$ cat src/boi_pkg.sv
// ----------------------------------------------------------------------------
// boi_pkg: shared types and constants of the bind opcode interpreter
// Opcode codes, parse phases, register indexes and the command record that
// passes from the parser to the executor.
// ----------------------------------------------------------------------------
package boi_pkg;

  localparam int DEF_SEGMENTS   = 6;
  localparam int DEF_MAX_REPEAT = 64;
  localparam int NUM_BASES      = 6;
  localparam int REP_W          = 7;
  localparam int QUEUE_DEPTH    = 4;
  localparam int MAX_LEB_BYTES  = 10;

  localparam logic [3:0] OP_DONE          = 4'h0;
  localparam logic [3:0] OP_ORD_IMM       = 4'h1;
  localparam logic [3:0] OP_ORD_ULEB      = 4'h2;
  localparam logic [3:0] OP_ORD_SPECIAL   = 4'h3;
  localparam logic [3:0] OP_SET_SYM       = 4'h4;
  localparam logic [3:0] OP_SET_TYPE      = 4'h5;
  localparam logic [3:0] OP_SET_ADDEND    = 4'h6;
  localparam logic [3:0] OP_SET_SEG       = 4'h7;
  localparam logic [3:0] OP_ADD_ADDR      = 4'h8;
  localparam logic [3:0] OP_BIND          = 4'h9;
  localparam logic [3:0] OP_BIND_ADD_ULEB = 4'hA;
  localparam logic [3:0] OP_BIND_ADD_IMM  = 4'hB;
  localparam logic [3:0] OP_REPEAT        = 4'hC;

  localparam logic [2:0] CFG_LAZY     = 3'd0;
  localparam logic [2:0] CFG_SEGCOUNT = 3'd1;
  localparam logic [2:0] CFG_BASE0    = 3'd2;

  typedef enum logic [2:0] {
    PH_OPCODE,
    PH_ULEB,
    PH_SLEB,
    PH_NAME,
    PH_ULEB2
  } phase_t;

  typedef enum logic [1:0] {
    K_SETOFF,
    K_ADDOFF,
    K_BIND,
    K_RUN
  } kind_t;

  typedef struct packed {
    kind_t             kind;
    logic              clr;
    logic              ok;
    logic              clamped;
    logic [REP_W-1:0]  iters;
    logic [3:0]        seg;
    logic [15:0]       sym;
    logic [63:0]       value;
  } cmd_t;

endpackage

$ cat src/boi_front.sv
// ----------------------------------------------------------------------------
// boi_front: byte parser
// Decodes opcodes and LEB128 operands, keeps segment, symbol and halt state,
// and issues offset and bind commands to the queue.
// ----------------------------------------------------------------------------
module boi_front import boi_pkg::*; #(
  parameter int SEGMENTS   = DEF_SEGMENTS,
  parameter int MAX_REPEAT = DEF_MAX_REPEAT
) (
  input  logic        clk,
  input  logic        rst,
  input  logic        accept,
  input  logic [7:0]  stream_byte,
  input  logic        end_of_stream,
  input  logic        lazy_mode,
  input  logic [2:0]  segment_count,
  output logic        push,
  output cmd_t        cmd
);

  phase_t      phase, phase_step, phase_next;
  logic [3:0]  pop, pop_step;
  logic [63:0] acc, acc_step;
  logic [3:0]  cnt, cnt_step;
  logic [63:0] hold, hold_step;
  logic [3:0]  seg, seg_step;
  logic        name, name_step;
  logic [15:0] sym, sym_step;
  logic        halted, halt_step;
  logic        push_any;

  logic [3:0]  op, imm, cnt_inc;
  logic [6:0]  shamt;
  logic [63:0] acc_or;
  logic        leb_end;
  logic [2:0]  limit;
  logic        bind_ok;

  assign op      = stream_byte[7:4];
  assign imm     = stream_byte[3:0];
  assign cnt_inc = cnt + 4'd1;
  assign shamt   = 7'(cnt) * 7'd7;
  assign acc_or  = acc | ({57'd0, stream_byte[6:0]} << shamt);
  assign leb_end = !stream_byte[7] || (cnt_inc >= 4'(MAX_LEB_BYTES));
  assign limit   = (32'(segment_count) < SEGMENTS) ? segment_count : 3'(SEGMENTS);
  assign bind_ok = name && (seg < {1'b0, limit});

  function automatic cmd_t make_run(input logic [63:0] count, input logic [63:0] skip,
                                    input logic ok_i, input logic [3:0] seg_i,
                                    input logic [15:0] sym_i);
    cmd_t c;
    c         = '0;
    c.kind    = K_RUN;
    c.ok      = ok_i;
    c.seg     = seg_i;
    c.sym     = sym_i;
    c.value   = skip + 64'd8;
    c.clamped = count > 64'(MAX_REPEAT);
    c.iters   = c.clamped ? REP_W'(MAX_REPEAT) : REP_W'(count);
    return c;
  endfunction

  // next state
  always_comb begin
    phase_step = phase;
    if (!halted) begin
      case (phase)
        PH_OPCODE: begin
          case (op)
            OP_ORD_ULEB, OP_ADD_ADDR, OP_REPEAT, OP_SET_SEG, OP_BIND_ADD_ULEB:
              phase_step = PH_ULEB;
            OP_SET_SYM:    phase_step = PH_NAME;
            OP_SET_ADDEND: phase_step = PH_SLEB;
            default:       phase_step = PH_OPCODE;
          endcase
        end
        PH_NAME:  if (stream_byte == 8'd0) phase_step = PH_OPCODE;
        PH_SLEB:  if (leb_end) phase_step = PH_OPCODE;
        PH_ULEB:  if (leb_end) phase_step = (pop == OP_REPEAT) ? PH_ULEB2 : PH_OPCODE;
        PH_ULEB2: if (leb_end) phase_step = PH_OPCODE;
        default:  phase_step = PH_OPCODE;
      endcase
    end
    phase_next = end_of_stream ? PH_OPCODE : phase_step;
  end

  // datapath and commands
  always_comb begin
    pop_step  = pop;
    acc_step  = acc;
    cnt_step  = cnt;
    hold_step = hold;
    seg_step  = seg;
    name_step = name;
    sym_step  = sym;
    halt_step = halted;
    push_any  = 1'b0;
    cmd       = '0;
    cmd.ok    = bind_ok;
    cmd.seg   = seg;
    cmd.sym   = sym - 16'd1;
    if (!halted) begin
      case (phase)
        PH_OPCODE: begin
          pop_step = op;
          case (op)
            OP_DONE: if (!lazy_mode) halt_step = 1'b1;
            OP_ORD_IMM, OP_ORD_SPECIAL, OP_SET_TYPE: ;
            OP_ORD_ULEB, OP_ADD_ADDR, OP_SET_ADDEND, OP_REPEAT: begin
              acc_step = '0;
              cnt_step = '0;
            end
            OP_SET_SYM: begin
              sym_step  = sym + 16'd1;
              name_step = 1'b0;
            end
            OP_SET_SEG: begin
              seg_step = imm;
              acc_step = '0;
              cnt_step = '0;
            end
            OP_BIND: begin
              push_any  = 1'b1;
              cmd.kind  = K_BIND;
              cmd.value = 64'd8;
            end
            OP_BIND_ADD_ULEB: begin
              push_any  = 1'b1;
              cmd.kind  = K_BIND;
              cmd.value = 64'd8;
              acc_step  = '0;
              cnt_step  = '0;
            end
            OP_BIND_ADD_IMM: begin
              push_any  = 1'b1;
              cmd.kind  = K_BIND;
              cmd.value = 64'd8 + {57'd0, imm, 3'd0};
            end
            default: halt_step = 1'b1;
          endcase
        end
        PH_NAME: if (stream_byte != 8'd0) name_step = 1'b1;
        PH_SLEB: cnt_step = cnt_inc;
        PH_ULEB, PH_ULEB2: begin
          acc_step = acc_or;
          cnt_step = cnt_inc;
          if (leb_end) begin
            if (pop == OP_REPEAT) begin
              if (phase == PH_ULEB) begin
                hold_step = acc_or;
                acc_step  = '0;
                cnt_step  = '0;
              end else begin
                push_any = 1'b1;
                cmd      = make_run(hold, acc_or, bind_ok, seg, sym - 16'd1);
              end
            end else if (pop == OP_SET_SEG) begin
              push_any  = 1'b1;
              cmd.kind  = K_SETOFF;
              cmd.value = acc_or;
            end else if (pop == OP_ADD_ADDR || pop == OP_BIND_ADD_ULEB) begin
              push_any  = 1'b1;
              cmd.kind  = K_ADDOFF;
              cmd.value = acc_or;
            end
          end
        end
        default: ;
      endcase
      // finish a repeat run cut short by the end of the stream
      if (end_of_stream && !halt_step && pop_step == OP_REPEAT) begin
        if (phase_step == PH_ULEB) begin
          push_any = 1'b1;
          cmd      = make_run(acc_step, 64'd0, bind_ok, seg, sym - 16'd1);
        end else if (phase_step == PH_ULEB2) begin
          push_any = 1'b1;
          cmd      = make_run(hold_step, acc_step, bind_ok, seg, sym - 16'd1);
        end
      end
    end
    if (end_of_stream) begin
      if (!push_any) begin
        cmd.kind  = K_SETOFF;
        cmd.value = '0;
      end
      push_any = 1'b1;
      cmd.clr  = 1'b1;
    end
  end

  assign push = accept && push_any;

  always_ff @(posedge clk) begin
    if (rst || (accept && end_of_stream)) begin
      phase  <= PH_OPCODE;
      pop    <= '0;
      acc    <= '0;
      cnt    <= '0;
      hold   <= '0;
      seg    <= '0;
      name   <= 1'b0;
      sym    <= '0;
      halted <= 1'b0;
    end else if (accept) begin
      phase  <= phase_next;
      pop    <= pop_step;
      acc    <= acc_step;
      cnt    <= cnt_step;
      hold   <= hold_step;
      seg    <= seg_step;
      name   <= name_step;
      sym    <= sym_step;
      halted <= halt_step;
    end
  end

endmodule

$ cat src/boi_queue.sv
// ----------------------------------------------------------------------------
// boi_queue: command queue
// Small first-in first-out buffer between the parser and the executor.
// ----------------------------------------------------------------------------
module boi_queue import boi_pkg::*; #(
  parameter int DEPTH = QUEUE_DEPTH
) (
  input  logic clk,
  input  logic rst,
  input  logic push,
  input  cmd_t wdata,
  output logic full,
  input  logic pop,
  output logic nonempty,
  output cmd_t head
);

  localparam int PW = (DEPTH > 1) ? $clog2(DEPTH) : 1;
  localparam int CW = $clog2(DEPTH + 1);

  cmd_t          mem [DEPTH];
  logic [PW-1:0] wr, rd;
  logic [CW-1:0] count;

  assign full     = (count == CW'(DEPTH));
  assign nonempty = (count != '0);
  assign head     = mem[rd];

  always_ff @(posedge clk) begin
    if (push) mem[wr] <= wdata;
  end

  always_ff @(posedge clk) begin
    if (rst) begin
      wr    <= '0;
      rd    <= '0;
      count <= '0;
    end else begin
      if (push) wr <= (wr == PW'(DEPTH - 1)) ? '0 : wr + PW'(1);
      if (pop)  rd <= (rd == PW'(DEPTH - 1)) ? '0 : rd + PW'(1);
      count <= count + CW'(push) - CW'(pop);
    end
  end

  a_no_overflow: assert property (@(posedge clk) disable iff (rst) !(push && full))
    else $error("queue written while full");
  a_no_underflow: assert property (@(posedge clk) disable iff (rst) !(pop && !nonempty))
    else $error("queue read while empty");
  a_count_range: assert property (@(posedge clk) disable iff (rst) count <= CW'(DEPTH))
    else $error("queue count out of range");

endmodule

$ cat src/boi_back.sv
// ----------------------------------------------------------------------------
// boi_back: command executor
// Keeps the segment offset, walks repeat runs one bind a cycle when the output
// register is free, and holds each result beat in the output register.
// ----------------------------------------------------------------------------
module boi_back import boi_pkg::*; (
  input  logic        clk,
  input  logic        rst,
  input  logic        nonempty,
  input  cmd_t        head,
  output logic        pop,
  input  logic [63:0] bases [NUM_BASES],
  output logic        out_valid,
  input  logic        out_ready,
  output logic [63:0] bind_address,
  output logic [15:0] symbol_number,
  output logic        repeat_clamped,
  output logic        last_of_run
);

  logic [63:0]      offset, offset_next;
  logic [REP_W-1:0] it, it_next;
  logic             slot_free, emit, last;
  logic [63:0]      base_sel;

  assign slot_free = !out_valid || out_ready;
  assign base_sel  = (32'(head.seg) < NUM_BASES) ? bases[head.seg[2:0]] : '0;

  always_comb begin
    pop         = 1'b0;
    emit        = 1'b0;
    last        = 1'b0;
    offset_next = offset;
    it_next     = it;
    if (nonempty && slot_free) begin
      case (head.kind)
        K_SETOFF: begin
          offset_next = head.value;
          pop         = 1'b1;
        end
        K_ADDOFF: begin
          offset_next = offset + head.value;
          pop         = 1'b1;
        end
        K_BIND: begin
          emit        = head.ok;
          last        = 1'b1;
          offset_next = offset + head.value;
          pop         = 1'b1;
        end
        K_RUN: begin
          if (head.iters == '0) begin
            pop = 1'b1;
          end else begin
            emit        = head.ok;
            offset_next = offset + head.value;
            if (it == head.iters - REP_W'(1)) begin
              pop     = 1'b1;
              last    = 1'b1;
              it_next = '0;
            end else begin
              it_next = it + REP_W'(1);
            end
          end
        end
        default: pop = 1'b1;
      endcase
      if (pop && head.clr) offset_next = '0;
    end
  end

  always_ff @(posedge clk) begin
    if (rst) begin
      offset    <= '0;
      it        <= '0;
      out_valid <= 1'b0;
    end else begin
      offset <= offset_next;
      it     <= it_next;
      if (slot_free) out_valid <= emit;
    end
  end

  always_ff @(posedge clk) begin
    if (slot_free && emit) begin
      bind_address   <= base_sel + offset;
      symbol_number  <= head.sym;
      repeat_clamped <= head.clamped;
      last_of_run    <= last;
    end
  end

  a_iter_bound: assert property (@(posedge clk) disable iff (rst)
      (nonempty && head.kind == K_RUN && head.iters != '0) |-> it < head.iters)
    else $error("run iteration beyond count");
  a_iter_idle: assert property (@(posedge clk) disable iff (rst)
      (nonempty && head.kind != K_RUN) |-> it == '0)
    else $error("iteration count left over");
  a_emit_slot: assert property (@(posedge clk) disable iff (rst)
      emit |-> slot_free)
    else $error("beat produced into a full output register");

endmodule

$ cat src/bind_opcode_interpreter.sv
// ----------------------------------------------------------------------------
// bind_opcode_interpreter: bind opcode stream decoder
// Each result beat is registered in the command queue and then in the output
// register after the byte that causes it. Throughput: 1 byte per cycle; the
// executor walks repeat runs bind by bind; a full queue stalls the input.
// Reset clears parse state, offset, queue and configuration registers.
// ----------------------------------------------------------------------------
module bind_opcode_interpreter import boi_pkg::*; #(
  parameter int SEGMENTS   = DEF_SEGMENTS,
  parameter int MAX_REPEAT = DEF_MAX_REPEAT
) (
  input  logic        clk,
  input  logic        rst,
  input  logic        in_valid,
  output logic        in_ready,
  input  logic [7:0]  stream_byte,
  input  logic        end_of_stream,
  output logic        out_valid,
  input  logic        out_ready,
  output logic [63:0] bind_address,
  output logic [15:0] symbol_number,
  output logic        repeat_clamped,
  output logic        last_of_run,
  input  logic        cfg_valid,
  output logic        cfg_ready,
  input  logic [2:0]  cfg_index,
  input  logic [63:0] cfg_data
);

  logic        lazy_mode;
  logic [2:0]  segment_count;
  logic [63:0] bases [NUM_BASES];
  logic        accept, push, full, nonempty, pop;
  cmd_t        cmd, head;

  assign cfg_ready = 1'b1;
  assign in_ready  = !full;
  assign accept    = in_valid && in_ready;

  always_ff @(posedge clk) begin
    if (rst) begin
      lazy_mode     <= 1'b0;
      segment_count <= '0;
      for (int i = 0; i < NUM_BASES; i++) bases[i] <= '0;
    end else if (cfg_valid) begin
      if (cfg_index == CFG_LAZY)     lazy_mode     <= cfg_data[0];
      if (cfg_index == CFG_SEGCOUNT) segment_count <= cfg_data[2:0];
      for (int i = 0; i < NUM_BASES; i++) begin
        if (cfg_index == CFG_BASE0 + 3'(i)) bases[i] <= cfg_data;
      end
    end
  end

  boi_front #(
    .SEGMENTS   (SEGMENTS),
    .MAX_REPEAT (MAX_REPEAT)
  ) u_front (
    .clk           (clk),
    .rst           (rst),
    .accept        (accept),
    .stream_byte   (stream_byte),
    .end_of_stream (end_of_stream),
    .lazy_mode     (lazy_mode),
    .segment_count (segment_count),
    .push          (push),
    .cmd           (cmd)
  );

  boi_queue #(
    .DEPTH (QUEUE_DEPTH)
  ) u_queue (
    .clk      (clk),
    .rst      (rst),
    .push     (push),
    .wdata    (cmd),
    .full     (full),
    .pop      (pop),
    .nonempty (nonempty),
    .head     (head)
  );

  boi_back u_back (
    .clk            (clk),
    .rst            (rst),
    .nonempty       (nonempty),
    .head           (head),
    .pop            (pop),
    .bases          (bases),
    .out_valid      (out_valid),
    .out_ready      (out_ready),
    .bind_address   (bind_address),
    .symbol_number  (symbol_number),
    .repeat_clamped (repeat_clamped),
    .last_of_run    (last_of_run)
  );

endmodule

$ cat config.mk
export PLATFORM = sky130hd
export DESIGN_NAME = bind_opcode_interpreter
export DESIGN_NICKNAME = d
export VERILOG_FILES = /design/src/boi_pkg.sv /design/src/boi_front.sv /design/src/boi_queue.sv /design/src/boi_back.sv /design/src/bind_opcode_interpreter.sv
export SDC_FILE = /design/constraint.sdc
export NUM_CORES = 2
export LEC_CHECK = 0
export ABC_AREA = 1
export BUFFER_PORTS_ARGS = -buffer_cell sky130_fd_sc_hd__buf_4
export CAP_MARGIN = 30
export CORE_MARGIN = 5
export CORE_UTILIZATION = 40
export CTS_CLUSTER_DIAMETER = 80
export DETAILED_ROUTE_END_ITERATION = 8
export PLACE_DENSITY = 0.65
export SLEW_MARGIN = 20
export SYNTH_ARGS = -nofsm -noshare
export SYNTH_HDL_FRONTEND = slang
export SYNTH_SLANG_ARGS = --single-unit
export TNS_END_PERCENT = 1
$ cat constraint.sdc
create_clock -name clk -period 11.8 [get_ports clk]
set_input_delay 0.59 -clock clk [delete_from_list [all_inputs] [get_ports clk]]
set_output_delay 0.59 -clock clk [all_outputs]
set_load 0.02 [all_outputs]
==> key figures <==
STA
  • Final-layout setup total negative slack: 0 ps
  • Post-layout minimum cycle time: 7142 ps
  • Number of pins with negative max-slew slack in the final report: 0
  • Setup repair after global routing missed its margin: no
  • Final Cycle Share: 0.6052
  • Number of setup violations in the final report: 0
  • Clock Skews: 71.46 ps
  • Worst-margin pin slew: 1244 ps
  • Max_slew headroom: 0.1705
  • Peak Freq: 140.0 MHz
  • Final hold viol count: 0

Synth
  • Yosys warnings: 0
  • Prevailing post-synth register cell: sky130_fd_sc_hd__dfxtp_1
  • Seq cells post-synth: 1096
  • Count of flip-flops with a built-in enable after synthesis: 466
  • Number of distinct standard cells referenced by the synthesized netlist: 63
  • Total nets after synthesis: 8834
  • Gate count after technology mapping: 8605
  • Sequential cell area fraction in the yosys report: 0.4323
  • Post-synth ARST share: 0
  • Post-Syn Area per Cell: 7.153 um2
  • Post-Syn Area: 61550 um2

Floorplanning
  • Chip Width: 402.3 um
  • Total number of placement rows: 144
  • Initial Util: 0.4010
  • Core Region: 153500 um2
  • Area of the die: 161800 um2
  • IO Pins: 166
  • Chip Height: 402.3 um

Place
  • Placed cell areas: 64300 um2
  • Weighted congestion at the end of routability-driven global placement: 1.048
  • Half-perimeter wire length of the detailed placement result: 164900 um
  • Number of I/O port buffers: 164
  • Placed Cells: 10.47k

Clock tree
  • Latest clock arrival within the worst-skew pair: 800 ps
  • Number of buffers inserted by hold repair at cts: 0
  • Reg clk slew, reported paths: 70 ps
  • Clock Tree Buf Depth: 3
  • Clock root buffer: sky130_fd_sc_hd__clkbuf_16
  • Number of buffers added for setup after CTS: 0
  • PostCTS Resize Cnt: 0
  • Clock buffers created by TritonCTS: 121
  • Clk sink count: 1096
  • CTS tree: done
  • H-tree lvl count: 3

Final layout
  • Fill cell instance count of the final layout: 15.58k
  • Final std cells w/o fill: 10.71k
  • Area grow syn2layout: 11.50%
  • Fraction of final layout cells with drive strength greater than 1: 0.07080
  • Layout Nets: 8778
  • Final design area excluding fillers: 68630 um2

Detailed routing
  • Final wirelength: 234000 um
  • Detailed router's first-iteration violation count: 6651
  • Initial DRT Pass Iterations: 6
  • Via density per instance: 5.608
  • Routed vias: 60.04k
  • Number of nets with antenna violations after routing: 0
  • Residual DRC: 0
  • WL/cell: 21.86 um

Global route
  • Maximum number of pins on one net before global-route repair: 278
  • Global-route wire length before repair: 347400 um
  • Total global routing track utilization: 0.2764
  • Number of global-route vias before repair: 55.22k
  • Grt total ovfl: 0
  • Number of antenna violations at the first check in global routing: 7

Power
  • Final Total Pwr: 0.01487 W
  • Total internal power: 0.008545 W
  • Switching power share of the total: 0.4254
  • Sequential cell fraction of total power: 0.322
  • Maximum resistive drop on vdd: 0.1890 mV
  • Static leakage: 28.46 nW
  • Net switching component of the power: 0.006325 W
  • Clock share of power: 0.270
  • Fraction of power consumed by combinational cells: 0.409
  • Pwr/cell area: 216.7 nW/um2

Critical path
  • Critical Path Sink Type: flip-flop
  • Worst Path Arrival: 7500 ps
  • Data required time at the worst endpoint: 12160 ps
  • Type of origin of the critical path: flip-flop
  • Biggest fanout along the worst timing path: 62
  • Crit Path Category: flip-flop to flip-flop

Worst hold path
  • Type of the tightest min-delay check: input port to flip-flop

Outcome
  • Outcome: finished, final reports clean

Flow run
  • Max-cap violation count: 0
critical path: stages, from the launching register on:
cell and delay, ps:
sky130_fd_sc_hd__dfxtp_1 530, sky130_fd_sc_hd__inv_1 560, sky130_fd_sc_hd__nand4_2 450, sky130_fd_sc_hd__nand2_1 210
sky130_fd_sc_hd__nand2_1 110, sky130_fd_sc_hd__nand2_2 140, sky130_fd_sc_hd__inv_2 50, sky130_fd_sc_hd__nor2_1 140
sky130_fd_sc_hd__inv_1 120, sky130_fd_sc_hd__nor2_4 390, sky130_fd_sc_hd__inv_2 240, sky130_fd_sc_hd__nor2_4 660
sky130_fd_sc_hd__inv_1 630, sky130_fd_sc_hd__nand2_1 250, sky130_fd_sc_hd__o21ai_0 130, sky130_fd_sc_hd__nand2_1 330
sky130_fd_sc_hd__inv_1 270, sky130_fd_sc_hd__nor2_4 130, sky130_fd_sc_hd__buf_4 450, sky130_fd_sc_hd__buf_4 810
synthesized netlist by cell type (83+ instances only):
library cell / instances / share of area
sky130_fd_sc_hd__dfxtp_1: 630 / 0.20
sky130_fd_sc_hd__xor2_1: 91 / 0.013
sky130_fd_sc_hd__nand4_1: 91 / 0.0092
sky130_fd_sc_hd__ha_1: 145 / 0.029
sky130_fd_sc_hd__o21ai_0: 1168 / 0.095
sky130_fd_sc_hd__a21oi_1: 557 / 0.045
sky130_fd_sc_hd__edfxtp_1: 466 / 0.23
sky130_fd_sc_hd__o22ai_1: 83 / 0.0084
sky130_fd_sc_hd__nand3_1: 354 / 0.029
sky130_fd_sc_hd__nor2_1: 1942 / 0.12
sky130_fd_sc_hd__nand2_1: 1407 / 0.086
sky130_fd_sc_hd__inv_1: 660 / 0.040
sky130_fd_sc_hd__nor3_1: 160 / 0.013
sky130_fd_sc_hd__clkbuf_1: 318 / 0.019
through the flow:
stage	utilization	hold WS, ps	setup slack (ps)
after floorplan	-	444.8	3321
after global placement	0.4184	455.4	4753
after detailed placement	0.4189	455.9	4630
after CTS	0.4467	14.59	4631
after global routing	0.4470	52.85	4422
final	0.4471	71.80	4658
layer usage:
metal / vias to the layer above / GRT usage / part of all wire
met1: 28180 / 0.3635 / 0.41
met4: 4 / 0.1538 / 0.066
met2: 2706 / 0.4344 / 0.44
li1: 28610 / - / -
met3: 551 / 0.04488 / 0.081
met5: - / 0 / 0.00014
placed cells by master (no fill, tap or decap), types with 91 or more instances in the layout:
master	instances
sky130_fd_sc_hd__a21oi_1	556
sky130_fd_sc_hd__nand3_1	354
sky130_fd_sc_hd__buf_4	224
sky130_fd_sc_hd__nand4_1	91
sky130_fd_sc_hd__ha_1	145
sky130_fd_sc_hd__o21ai_0	1168
sky130_fd_sc_hd__nor2_1	1932
sky130_fd_sc_hd__nor3_1	157
sky130_fd_sc_hd__clkbuf_16	126
sky130_fd_sc_hd__nand2_1	1400
sky130_fd_sc_hd__inv_1	658
sky130_fd_sc_hd__edfxtp_1	466
sky130_fd_sc_hd__xor2_1	91
sky130_fd_sc_hd__dfxtp_1	628
worst paths after layout:
kind                startpoint                  to  slack (ps)  depth (start not counted)
max             u_front.cnt[3]  u_queue.mem[0][47]        4660                         19
min               cfg_data[28]           bases[28]          70                          3
max reg2reg     u_front.cnt[3]  u_queue.mem[0][47]        4660                         19
min reg2reg  u_back.offset[63]   u_back.offset[63]         460                          2
power groups by stage:
stage          combinational, W  clock, W  sequential, W
2_1_floorplan           0.00398         0        0.00483
3_3_place_gp            0.00589         0        0.00485
3_5_place_dp            0.00597         0        0.00485
4_1_cts                 0.00600   0.00408        0.00477
5_1_grt                 0.00667   0.00423        0.00481
6_report                0.00608   0.00401        0.00478
final cells by class:
class | instances | area [um2] | area share
antenna | 4 | 10.01 | 0.0001458
clock buffer | 150 | 3357 | 0.04891
clock inverter | 82 | 919.6 | 0.01340
inverter | 687 | 2603 | 0.03792
multi-input combinational | 6412 | 30770 | 0.4484
sequential | 1096 | 26610 | 0.3877
tap | 2044 | 2557 | 0.03726
timing repair buffer | 231 | 1802 | 0.02625
state kept, by name, summed over array words and instances (netlist names), named ones only:
name,count
bases,384
lazy_mode,1
segment_count,3
u_back.bind_address,64
u_back.it,7
u_back.last_of_run,1
u_back.offset,64
u_back.out_valid,1
u_back.repeat_clamped,1
u_back.symbol_number,16
u_front.acc,64
u_front.cnt,4
u_front.halted,1
u_front.hold,64
u_front.name,1
u_front.phase,3
u_front.pop,4
u_front.seg,4
u_front.sym,16
u_queue.count,3
u_queue.mem,384
u_queue.rd,2
u_queue.wr,2
cell families after synthesis:
| logic type | share of synthesized area |
|---|---|
| XOR/XNOR | 0.01793 |
| other | 0.00006093 |
| AND/OR/NAND/NOR | 0.2730 |
| flip-flops | 0.4323 |
| buffers and inverters | 0.07017 |
| adder cells (fa/ha/maj) | 0.03045 |
| AO/OA/AOI/OAI | 0.1761 |
Power figures use the tool's default switching activity.
